**src/srt_pkg.sv**
```systemverilog
// srt_pkg: shared types, codes and defaults of the space-time reservation table
// used by every module of the block; depends on nothing
`default_nettype none

package srt_pkg;

  localparam int LOCATIONS_DEF = 256;
  localparam int HORIZON_DEF   = 256;
  localparam int AGENTS_DEF    = 256;
  localparam int MAX_PATH_DEF  = 256;

  localparam int OWN_W = 9;
  localparam logic [OWN_W-1:0] FREE_OWNER = 9'd256;
  localparam logic [8:0] NO_GOAL = 9'd511;

  typedef enum logic [2:0] {
    OP_RESERVE  = 3'd0,
    OP_VALIDATE = 3'd1,
    OP_RELEASE  = 3'd2,
    OP_PURGE    = 3'd3,
    OP_QUERY    = 3'd4,
    OP_HOLD     = 3'd5
  } op_t;

  typedef enum logic [1:0] {
    ST_OK       = 2'd0,
    ST_CONFLICT = 2'd1,
    ST_INCONS   = 2'd2,
    ST_IGNORED  = 2'd3
  } status_t;

  typedef enum logic [1:0] {
    K_NONE   = 2'd0,
    K_VERTEX = 2'd1,
    K_EDGE   = 2'd2,
    K_TARGET = 2'd3
  } kind_t;

  typedef enum logic [3:0] {
    S_CLEAR, S_IDLE, S_EVAL, S_QPREV, S_QFROM, S_HOLD_RD, S_HOLD_CK,
    S_RB_RD, S_RB_WR, S_PURGE_RD, S_PURGE_WR, S_SPAN_RD, S_SPAN_CK, S_DONE
  } state_t;

  typedef enum logic [3:0] {
    U_NOP, U_CLEAR, U_CAPTURE, U_EVAL, U_QPREV, U_QFROM, U_HOLD_RD, U_HOLD_CK,
    U_RB_RD, U_RB_WR, U_PURGE_RD, U_PURGE_WR, U_SPAN_RD, U_SPAN_CK, U_DONE
  } uop_t;

  typedef enum logic [2:0] {
    N_DONE, N_RB, N_PURGE, N_SPAN, N_QPREV, N_HOLD
  } nxt_t;

  typedef struct packed {
    uop_t uop;
  } dp_cmd_t;

  typedef struct packed {
    nxt_t nxt;
    logic cells_last;
    logic locs_last;
    logic ucount_zero;
    logic hold_stop;
    logic cell_free;
  } dp_sts_t;

endpackage

`default_nettype wire

```
**src/srt_ctrl.sv**
```systemverilog
// srt_ctrl: sequencer of the reservation table, clearing pass, per-op walks
// and result handoff; depends on srt_pkg
`default_nettype none

module srt_ctrl
  import srt_pkg::*;
(
  input  wire logic    clk,
  input  wire logic    rst,
  input  wire logic    in_valid,
  output logic         in_ready,
  output logic         out_valid,
  input  wire logic    out_ready,
  input  wire dp_sts_t sts,
  output dp_cmd_t      cmd
);

  state_t state, state_next;

  always_ff @(posedge clk) begin
    if (rst) begin
      state     <= S_CLEAR;
      out_valid <= 1'b0;
    end else begin
      state <= state_next;
      if (cmd.uop == U_DONE) begin
        out_valid <= 1'b1;
      end else if (out_ready) begin
        out_valid <= 1'b0;
      end
    end
  end

  always_comb begin
    state_next = state;
    cmd.uop    = U_NOP;
    in_ready   = (state == S_IDLE);
    case (state)
      S_CLEAR: begin
        cmd.uop = U_CLEAR;
        if (sts.cells_last) state_next = S_IDLE;
      end
      S_IDLE: begin
        if (in_valid) begin
          cmd.uop    = U_CAPTURE;
          state_next = S_EVAL;
        end
      end
      S_EVAL: begin
        cmd.uop = U_EVAL;
        case (sts.nxt)
          N_RB:    state_next = S_RB_RD;
          N_PURGE: state_next = S_PURGE_RD;
          N_SPAN:  state_next = S_SPAN_RD;
          N_QPREV: state_next = S_QPREV;
          N_HOLD:  state_next = S_HOLD_RD;
          default: state_next = S_DONE;
        endcase
      end
      S_QPREV: begin
        cmd.uop    = U_QPREV;
        state_next = S_QFROM;
      end
      S_QFROM: begin
        cmd.uop    = U_QFROM;
        state_next = S_DONE;
      end
      S_HOLD_RD: begin
        if (sts.hold_stop) begin
          state_next = S_DONE;
        end else begin
          cmd.uop    = U_HOLD_RD;
          state_next = S_HOLD_CK;
        end
      end
      S_HOLD_CK: begin
        cmd.uop    = U_HOLD_CK;
        state_next = sts.cell_free ? S_HOLD_RD : S_DONE;
      end
      S_RB_RD: begin
        if (sts.ucount_zero) begin
          state_next = S_DONE;
        end else begin
          cmd.uop    = U_RB_RD;
          state_next = S_RB_WR;
        end
      end
      S_RB_WR: begin
        cmd.uop    = U_RB_WR;
        state_next = S_RB_RD;
      end
      S_PURGE_RD: begin
        cmd.uop    = U_PURGE_RD;
        state_next = S_PURGE_WR;
      end
      S_PURGE_WR: begin
        cmd.uop    = U_PURGE_WR;
        state_next = sts.cells_last ? S_DONE : S_PURGE_RD;
      end
      S_SPAN_RD: begin
        cmd.uop    = U_SPAN_RD;
        state_next = S_SPAN_CK;
      end
      S_SPAN_CK: begin
        cmd.uop    = U_SPAN_CK;
        state_next = sts.locs_last ? S_DONE : S_SPAN_RD;
      end
      S_DONE: begin
        if (!out_valid || out_ready) begin
          cmd.uop    = U_DONE;
          state_next = S_IDLE;
        end
      end
      default: state_next = S_CLEAR;
    endcase
  end

endmodule

`default_nettype wire

```
**config.mk**
```make
export PLATFORM = sky130hd
export DESIGN_NAME = srt_ctrl
export DESIGN_NICKNAME = d
export VERILOG_FILES = /design/src/srt_pkg.sv /design/src/srt_ctrl.sv
export SDC_FILE = /design/constraint.sdc
export NUM_CORES = 1
export LEC_CHECK = 0
export ABC_AREA = 1
export ABC_CLOCK_PERIOD_IN_PS = 1800
export BUFFER_PORTS_ARGS = -buffer_cell sky130_fd_sc_hd__buf_2
export CAP_MARGIN = 20
export CORE_AREA = 3 3 40 42
export CTS_CLUSTER_DIAMETER = 50
export DETAILED_ROUTE_END_ITERATION = 8
export DIE_AREA = 0 0 43 45
export PLACE_DENSITY = 0.78
export SYNTH_ARGS = -nofsm -noshare
export SYNTH_HDL_FRONTEND = slang
export SYNTH_SLANG_ARGS = --single-unit
```
**constraint.sdc**
```tcl
create_clock -name clk -period 1.8 [get_ports clk]
set_input_delay 0.36 -clock clk [delete_from_list [all_inputs] [get_ports clk]]
set_output_delay 0.36 -clock clk [all_outputs]
set_load 0.02 [all_outputs]
```
==> reports/qor.yml, run 1 <==
drt_iter0_drc: 15
netlist_instances: 104
grt_usage: 0.180
design_area_um2: 722
gp_congestion: 0.882
leakage_nw: 0.397
dr_total_vias: 731
max_stage_delay_ns: 0.36
whs_ns: 0.300
switching_share: 0.549
cpMaxStageDelayCell: "dfxtp_4"
timing.fmax_ghz: 0.578
grt_max_degree: 8
worst_setup_path_start_kind: "flop"
endpoint_kind: "primary output"
syn2layout_area_growth_pct: 31.7
layout.nets: 139
grt_pass1_vias: 653
tritoncts: "built"
viasPerCell: 5.22
rsz0062_at_grt: "yes"
ant_nets: 0
maxCapViolations: 0
rows: 13
placedCellCount: 136
syn_nets: 117
netlist_top_cells_area: "dfxtp_1 18%, nand2_1 17%, nor2_1 12%"
yosys_register_bits: 5
io_buffers: 17
synthTopCellsByCount: "25 x nand2_1, 18 x nor2_1, 15 x inv_1, 11 x nand3_1, 6 x inv_2"
synth_edf_count: 0
synth.cell_area_um2: 548
outcome: "finished, final reports clean"
synth_most_common_cell: "nand2_1"
path_max_fanout: 6
slew_violations: 0
worstMarginPinSlew_ns: 0.243
n_fill_cell: 140
post-place-ws_ns: 0.185
post_cts_buffers: 0
finalPower_mw: 1.11
finalWorstSetupSlack_ns: 0.0701
wl_per_cell_um: 11.8
core_area_mm2: 0.00128
power_frac_comb: 0.650
clock-sinks: 5
drt-total-wl_um: 1650
ys_warn_count: 0
hold_viol: 0
async_flop_share: 0
yosys.area.top_type: "dfxtp_1"
initial_core_util: 0.426
clock_power_share: 0.119
final_util: 0.562
path_class: "flop to primary output"
die_w_um: 43
finalCriticalPeriod_ns: 1.73
seq_area_frac_synth: 0.183
overflow: 0
fin_skew_ns: 0.00427
internal_power_mw: 0.501
ir_worst_vdd_mv: 0.849
cts_inserted_buffers: 3
seqPwrFrac: 0.231
switchingPower_mw: 0.611
cts.root.buffer_cell: "clkbuf_4"
setup_viol: 0
cp_cell_sequence: "inv_4 > nand2_2 > nor3_2 > inv_1 > o2111ai_1 > buf_4"
r2r_setup_slack_ns: 0.58
fin_crit_sh: 0.961
die_area_mm2: 0.00194
powerDensity_mw_per_mm2: 1540
synth_top_area_share: 0.183
antennaDiodeCount: 0
synth_ff_type: "dfxtp_1"
holdCritPathClass: "input port to flop"
htreeDepth: 1
arrival_ns: 1.37
synth_cell_types: 20
maxSlewHeadroom: 0.838
fin_tns_setup_ns: 0
dpl_cell_area_um2: 652
cp.required_ns: 1.44
fin_cells: 140
drcViolationCount: 0
antenna_found_initial: 0
drt_first_pass_iters: 4
ios: 18
fp.dieH_um: 45
grt_pass1_wl_um: 2580
clk-insertion-delay-late_ns: 0.25
dp_hpwl_um: 1240
avgSynthCellArea_um2: 5.27
drive_gt1_frac: 0.352
clock_path_buffers: 2
path_clk_slew_ns: 0.05
[metal layers]
metal | share of wire | wire length [um] | track usage | up-vias
li1 | - | - | - | 370
met4 | 0.065 | 107 | 0.169 | 0
met2 | 0.49 | 814 | 0.299 | 37
met5 | 0 | 0 | 0 | -
met1 | 0.39 | 638 | 0.204 | 309
met3 | 0.055 | 91 | 0.0120 | 15
[final timing paths]
path | start | to | cells after the start
max | state[1] | cmd[2] | 6
min | rst | state[0] | 2
max reg2reg | state[3] | state[3] | 8
min reg2reg | out_valid | out_valid | 4
[logic make-up (layout without fill, tap and decap cells)]
family          after synthesis  after routing  share of synthesized area
simple gates                 62             62                      0.495
buf+inv                      22             43                      0.151
compound gates               14             14                      0.148
flops                         5              5                      0.183
fa+ha+maj                     1              1                     0.0228
[critical path: cells and delay by family (launching register included)]
family / cells / cell delay [ns]
buffers and inverters: 3 / 0.35
and+or+nand+nor: 2 / 0.31
DFF: 1 / 0.36
AOI/OAI and AO/OA: 1 / 0.09
[final cells by class]
cell class | instances | area [um^2] | share of cell area
clock buffers | 3 | 22.5 | 0.0312
clock inverters | 1 | 5.00 | 0.00693
inverters | 22 | 85.1 | 0.118
multi-input cells | 77 | 390 | 0.541
flip-flops and latches | 5 | 110 | 0.153
well taps | 15 | 18.8 | 0.0260
repair buffers | 17 | 90.1 | 0.125
[repair_timing]
item                                    4_1_cts  5_1_grt
gates resized for setup                       6       11
hold buffers                                  0        0
endpoints found under the setup margin        3        3
pin swaps                                     0        1
[flip-flops by register name (all words and copies together), names as in the netlist]
register   flops
state          4
out_valid      1
[cells in the final DEF (no fill, tap or decap), types with 2 or more instances in the layout]
cell type,n
nand2_2,4
nand3_1,11
nand2_1,23
o21ai_1,2
dfxtp_4,2
inv_1,15
o21ai_0,5
inv_2,5
nor2_1,14
dfxtp_2,2
nor2_2,5
buf_4,2
a21oi_1,4
clkbuf_4,3
buf_2,15
nor2_4,2
[power groups by stage]
stage / Combinational (mW) / Sequential, mW / Clock, mW
after detailed placement: 0.670 / 0.222 / 0
after CTS: 0.688 / 0.227 / 0.136
after global placement: 0.666 / 0.217 / 0
after global routing: 0.807 / 0.258 / 0.143
after floorplan: 0.509 / 0.206 / 0
final: 0.723 / 0.256 / 0.132
No activity file was read; power rests on OpenSTA's default activity.
==> run 2, diff against run 1 <==
- RECOVER_POWER: default -> 25
- TNS_END_PERCENT: default -> 30
==> reports/qor.yml, run 2 (synthesized netlist as in run 1, its figures left out) <==
ios: 18  # unchanged
syn2layout_area_growth_pct: 26.9
io_buffers: 17  # unchanged
gp_congestion: 0.882  # unchanged
dp_hpwl_um: 1240  # unchanged
drt-total-wl_um: 1600  # -3.3%
rows: 13  # unchanged
wl_per_cell_um: 11.4  # -3.3%
path_max_fanout: 6  # unchanged
clock-sinks: 5  # unchanged
fin_tns_setup_ns: 0  # unchanged
maxCapViolations: 0  # unchanged
post-place-ws_ns: 0.185  # unchanged
worst_setup_path_start_kind: "flop"
finalCriticalPeriod_ns: 1.79  # +0.0604 ns
clock_path_buffers: 2  # unchanged
layout_commonest_cell: "nand2_1"
cts_inserted_buffers: 3  # unchanged
layout.nets: 139  # unchanged
fin_skew_ns: 0.00692  # +0.00265 ns
overflow: 0  # unchanged
finalWorstSetupSlack_ns: 0.00963  # -0.0604 ns
dr_total_vias: 721  # -1.4%
clk-insertion-delay-late_ns: 0.25  # about the same
outcome: "finished, final reports clean"
min_from: "rst"
fp.dieH_um: 45  # unchanged
die_area_mm2: 0.00194  # unchanged
arrival_ns: 1.43  # +0.06 ns
core_area_mm2: 0.00128  # unchanged
drive_gt1_frac: 0.312  # -0.0400
hold_viol: 0  # unchanged
fin_crit_sh: 0.995  # +0.0336
ant_nets: 0  # unchanged
reg_top3: "state: 4 flops, out_valid: 1 flops"
initial_core_util: 0.426  # unchanged
worstMarginPinSlew_ns: 0.292  # +0.0493 ns
drt_iter0_drc: 11  # -4
rsz0062_at_grt: "yes"
endpoint_kind: "primary output"
final_util: 0.541  # -0.0204
whs_ns: 0.299  # -0.000635 ns
layout_common_cells: "25 x nand2_1, 16 x nor2_1, 15 x inv_1, 15 x buf_2, 11 x nand3_1"
setup_viol: 0  # unchanged
drt_first_pass_iters: 4  # unchanged
cp.required_ns: 1.44  # about the same
r2r-end: "state[0]"
grt_max_degree: 8  # unchanged
antenna_found_initial: 0  # unchanged
grt_pass1_vias: 653  # unchanged
hold_end: "state[0]"
grt_pass1_wl_um: 2580  # unchanged
worst-r2r-cell-count: 6  # -2
holdCritPathClass: "input port to flop"
post_cts_buffers: 0  # unchanged
grt_usage: 0.180  # unchanged
powerDensity_mw_per_mm2: 1540  # -0.27%
n_fill_cell: 139  # -0.71%
r2r_setup_slack_ns: 0.56  # -0.02 ns
htreeDepth: 1  # unchanged
viasPerCell: 5.15  # -1.4%
slew_violations: 0  # unchanged
maxSlewHeadroom: 0.805  # -0.0334
cts.root.buffer_cell: "clkbuf_4"
path_class: "flop to primary output"
ir_worst_vdd_mv: 0.841  # -0.91%
leakage_nw: 0.388  # -2.3%
tritoncts: "built"
reg2reg_from: "state[2]"
path_clk_slew_ns: 0.05  # about the same
antennaDiodeCount: 0  # unchanged
largest_reg_flops: 4  # unchanged
regMostFlops: "state"
worst_hold_path.num_cells: 2  # unchanged
drcViolationCount: 0  # unchanged
die_w_um: 43  # unchanged
timing.fmax_ghz: 0.559  # -3.4%
==> run 2: repair_timing <==
action                                 CTS  global route
endpoints found under the hold margin    0             0
setup endpoints to repair                3             3
cloned                                   0             0
hold buffers                             0             0
gates resized for setup                  6             2
==> run 2: through the flow <==
| stage | total power, mW | cell area, um^2 | cells |
|---|---|---|---|
| 2_1_floorplan | 0.714 | 548 | 104 |
| 3_3_place_gp | 0.883 | 652 | 136 |
| 3_5_place_dp | 0.892 | 652 | 136 |
| 4_1_cts | 1.05 | 693 | 140 |
| 5_1_grt | 1.17 | 696 | 140 |
| 6_report | 1.07 | 696 | 140 |
==> run 2: worst max-delay path by stage <==
| stage | start | end | slack [ns] | cells after the start |
|---|---|---|---|---|
| CTS | state[2] | cmd[1] | 0.03 | 6 |
| global route | state[1] | cmd[2] | -0.07 | 8 |
| floorplan | out_valid | cmd[2] | 0.33 | 7 |
| detailed placement | state[0] | cmd[2] | 0.18 | 5 |
| global placement | state[0] | cmd[2] | 0.23 | 5 |
| finish | state[2] | cmd[1] | 0.01 | 6 |
==> run 2: critical path, stage by stage (launching register included) <==
cell and delay, ns:
dfxtp_2 0.35, nor2_1 0.27, nand2_1 0.16, inv_2 0.09
nand2_1 0.06, nand4_1 0.09, buf_2 0.16
==> run 2: area by class of cell <==
class | count | area, um^2 | area share
clock inverters | 1 | 5.00 | 0.00719
repair buffers | 17 | 86.3 | 0.124
multi-input cells | 77 | 375 | 0.540
flip-flops and latches | 5 | 105 | 0.151
well taps | 15 | 18.8 | 0.0270
clock buffers | 3 | 22.5 | 0.0324
inverters | 22 | 82.6 | 0.119
==> run 2: where the power goes <==
group / total [mW] / switching [mW] / internal [mW]
clock: 0.135 / 0.0541 / 0.0808
combinational: 0.698 / 0.458 / 0.240
sequential: 0.236 / 0.0761 / 0.160
==> run 2: routing by layer <==
layer / vias up / share of wire / track usage
met3: 14 / 0.062 / 0.0120
met1: 295 / 0.40 / 0.204
met4: 0 / 0.058 / 0.169
met5: - / 0 / 0
met2: 41 / 0.48 / 0.299
li1: 371 / - / -
==> run 3, diff against run 2 <==
- CTS_BUF_LIST: default -> sky130_fd_sc_hd__clkbuf_8
==> reports/qor.yml, run 3 (synthesized netlist as in run 1, its figures left out) <==
outcome: "finished, final reports clean"
timing.fmax_ghz: 0.570  # +2.0%
clock_path_buffers: 2  # unchanged
finalCriticalPeriod_ns: 1.75  # -0.0355 ns
internal_power_mw: 0.562  # +17%
tritoncts: "built"
drcViolationCount: 0  # unchanged
drt_first_pass_iters: 4  # unchanged
maxCapViolations: 0  # unchanged
gp_congestion: 0.882  # unchanged
min_from: "rst"
holdCritPathClass: "input port to flop"
ir_worst_vdd_mv: 0.839  # -0.21%
dp_hpwl_um: 1240  # unchanged
path_class: "flop to primary output"
seqPwrFrac: 0.210  # -0.011
grt_pass1_vias: 636  # -2.6%
startpoint: "state[2]"
htreeDepth: 1  # unchanged
reg2reg_from: "state[2]"
top_usage_layer: "met2"
post-place-ws_ns: 0.185  # unchanged
powerDensity_mw_per_mm2: 1600  # +4.1%
grt.met2_usage: 0.290  # -0.00898
whs_ns: 0.324  # +0.0246 ns
switchingPower_mw: 0.599  # +1.8%
rsz0062_at_grt: "yes"
core_area_mm2: 0.00128  # unchanged
switching_share: 0.516  # -0.0348
worstMarginPinSlew_ns: 0.287  # -0.00535 ns
antenna_found_initial: 0  # unchanged
grt_max_degree: 8  # unchanged
path_max_fanout: 6  # unchanged
cp.required_ns: 1.44  # about the same
endpoint_kind: "primary output"
maxSlewHeadroom: 0.808  # +0.00358
arrival_ns: 1.39  # -0.04 ns
placedCellCount: 136  # unchanged
rows: 13  # unchanged
fin_skew_ns: 0.00347  # -0.00345 ns
fp.dieH_um: 45  # unchanged
grt_pass1_wl_um: 2550  # -1.0%
layout.nets: 139  # unchanged
power_frac_comb: 0.610  # -0.043
reg_top3: "state: 4 flops, out_valid: 1 flops"
ios: 18  # unchanged
fin_cells: 140  # unchanged
met3_usage: 0.0239  # +0.0120
initial_core_util: 0.426  # unchanged
die_area_mm2: 0.00194  # unchanged
leakage_nw: 0.402  # +3.7%
drt_iter0_drc: 22  # +11
gr-usage-met1: 0.209  # +0.00481
fin_crit_sh: 0.975  # -0.0197
hold_viol: 0  # unchanged
regMostFlops: "state"
clock-sinks: 5  # unchanged
overflow: 0  # unchanged
largest_reg_flops: 4  # unchanged
slew_violations: 0  # unchanged
ant_nets: 0  # unchanged
clock_power_share: 0.180  # +0.054
viasPerCell: 4.99  # -3.2%
die_w_um: 43  # unchanged
layout_commonest_cell: "nand2_1"
antennaDiodeCount: 0  # unchanged
drive_gt1_frac: 0.328  # +0.0160
cts.root.buffer_cell: "clkbuf_8"
dr_total_vias: 698  # -3.2%
path_clk_slew_ns: 0.04  # about the same
layout_common_cells: "25 x nand2_1, 15 x nor2_1, 15 x inv_1, 15 x buf_2, 11 x nand3_1"
setup_viol: 0  # unchanged
clk-insertion-delay-late_ns: 0.22  # -0.03 ns
cts_inserted_buffers: 3  # unchanged
io_buffers: 17  # unchanged
wl_per_cell_um: 11.3  # -1.3%
drt-total-wl_um: 1580  # -1.3%
syn2layout_area_growth_pct: 32.4
worst_setup_path_start_kind: "flop"
grt_usage: 0.176  # -0.00333
finalWorstSetupSlack_ns: 0.0452  # +0.0355 ns
-- run 3: worst max-delay path, cell delays in order, from the launching register on --
cell,delay (ns)
dfxtp_2,0.35
nor2_1,0.26
nand2_1,0.16
inv_2,0.09
nand2_1,0.06
nand4_1,0.09
buf_2,0.16
-- run 3: area by class of cell --
type                    count  area (um^2)
well taps                  15         18.8
multi-input cells          77          378
clock buffers               3         41.3
fillers                   131          559
clock inverters             1         5.00
repair buffers             17         90.1
flip-flops and latches      5          108
inverters                  22         85.1
-- run 3: metal layers --
layer | share of wire | up-vias | wire length, um
li1 | - | 366 | -
met1 | 0.42 | 302 | 666
met2 | 0.50 | 23 | 785
met3 | 0.037 | 7 | 59
met4 | 0.041 | 0 | 64
met5 | 0 | - | 0
-- run 3: worst paths after layout --
kind         slack, ns        end  cells past startpoint
min               0.32   state[0]                      2
max reg2reg       0.56   state[0]                      6
min reg2reg       0.59  out_valid                      4
max               0.05     cmd[1]                      6
-- run 3: timing repair --
action / in CTS / in global routing
hold buffers: 0 / 0
setup endpoints to repair: 3 / 3
cloned: 0 / 0
resized for setup: 4 / 8
setup buffers: 0 / 0
pin swaps: 0 / 1
-- run 3: stage by stage --
stage,instance area (um^2),power [mW],utilization,TNS (ns)
final,726,1.16,0.565,0
after global routing,726,1.27,0.565,-0.0568
after CTS,707,1.12,0.550,0
after detailed placement,652,0.892,0.507,0
after global placement,652,0.883,0.507,0
after floorplan,548,0.714,-,0
-- run 3: power groups by stage --
| stage | Clock [mW] | Sequential [mW] | Combinational (mW) |
|---|---|---|---|
| floorplan | 0 | 0.206 | 0.509 |
| global placement | 0 | 0.217 | 0.666 |
| detailed placement | 0 | 0.222 | 0.670 |
| CTS | 0.212 | 0.227 | 0.677 |
| global route | 0.224 | 0.249 | 0.797 |
| finish | 0.209 | 0.244 | 0.708 |
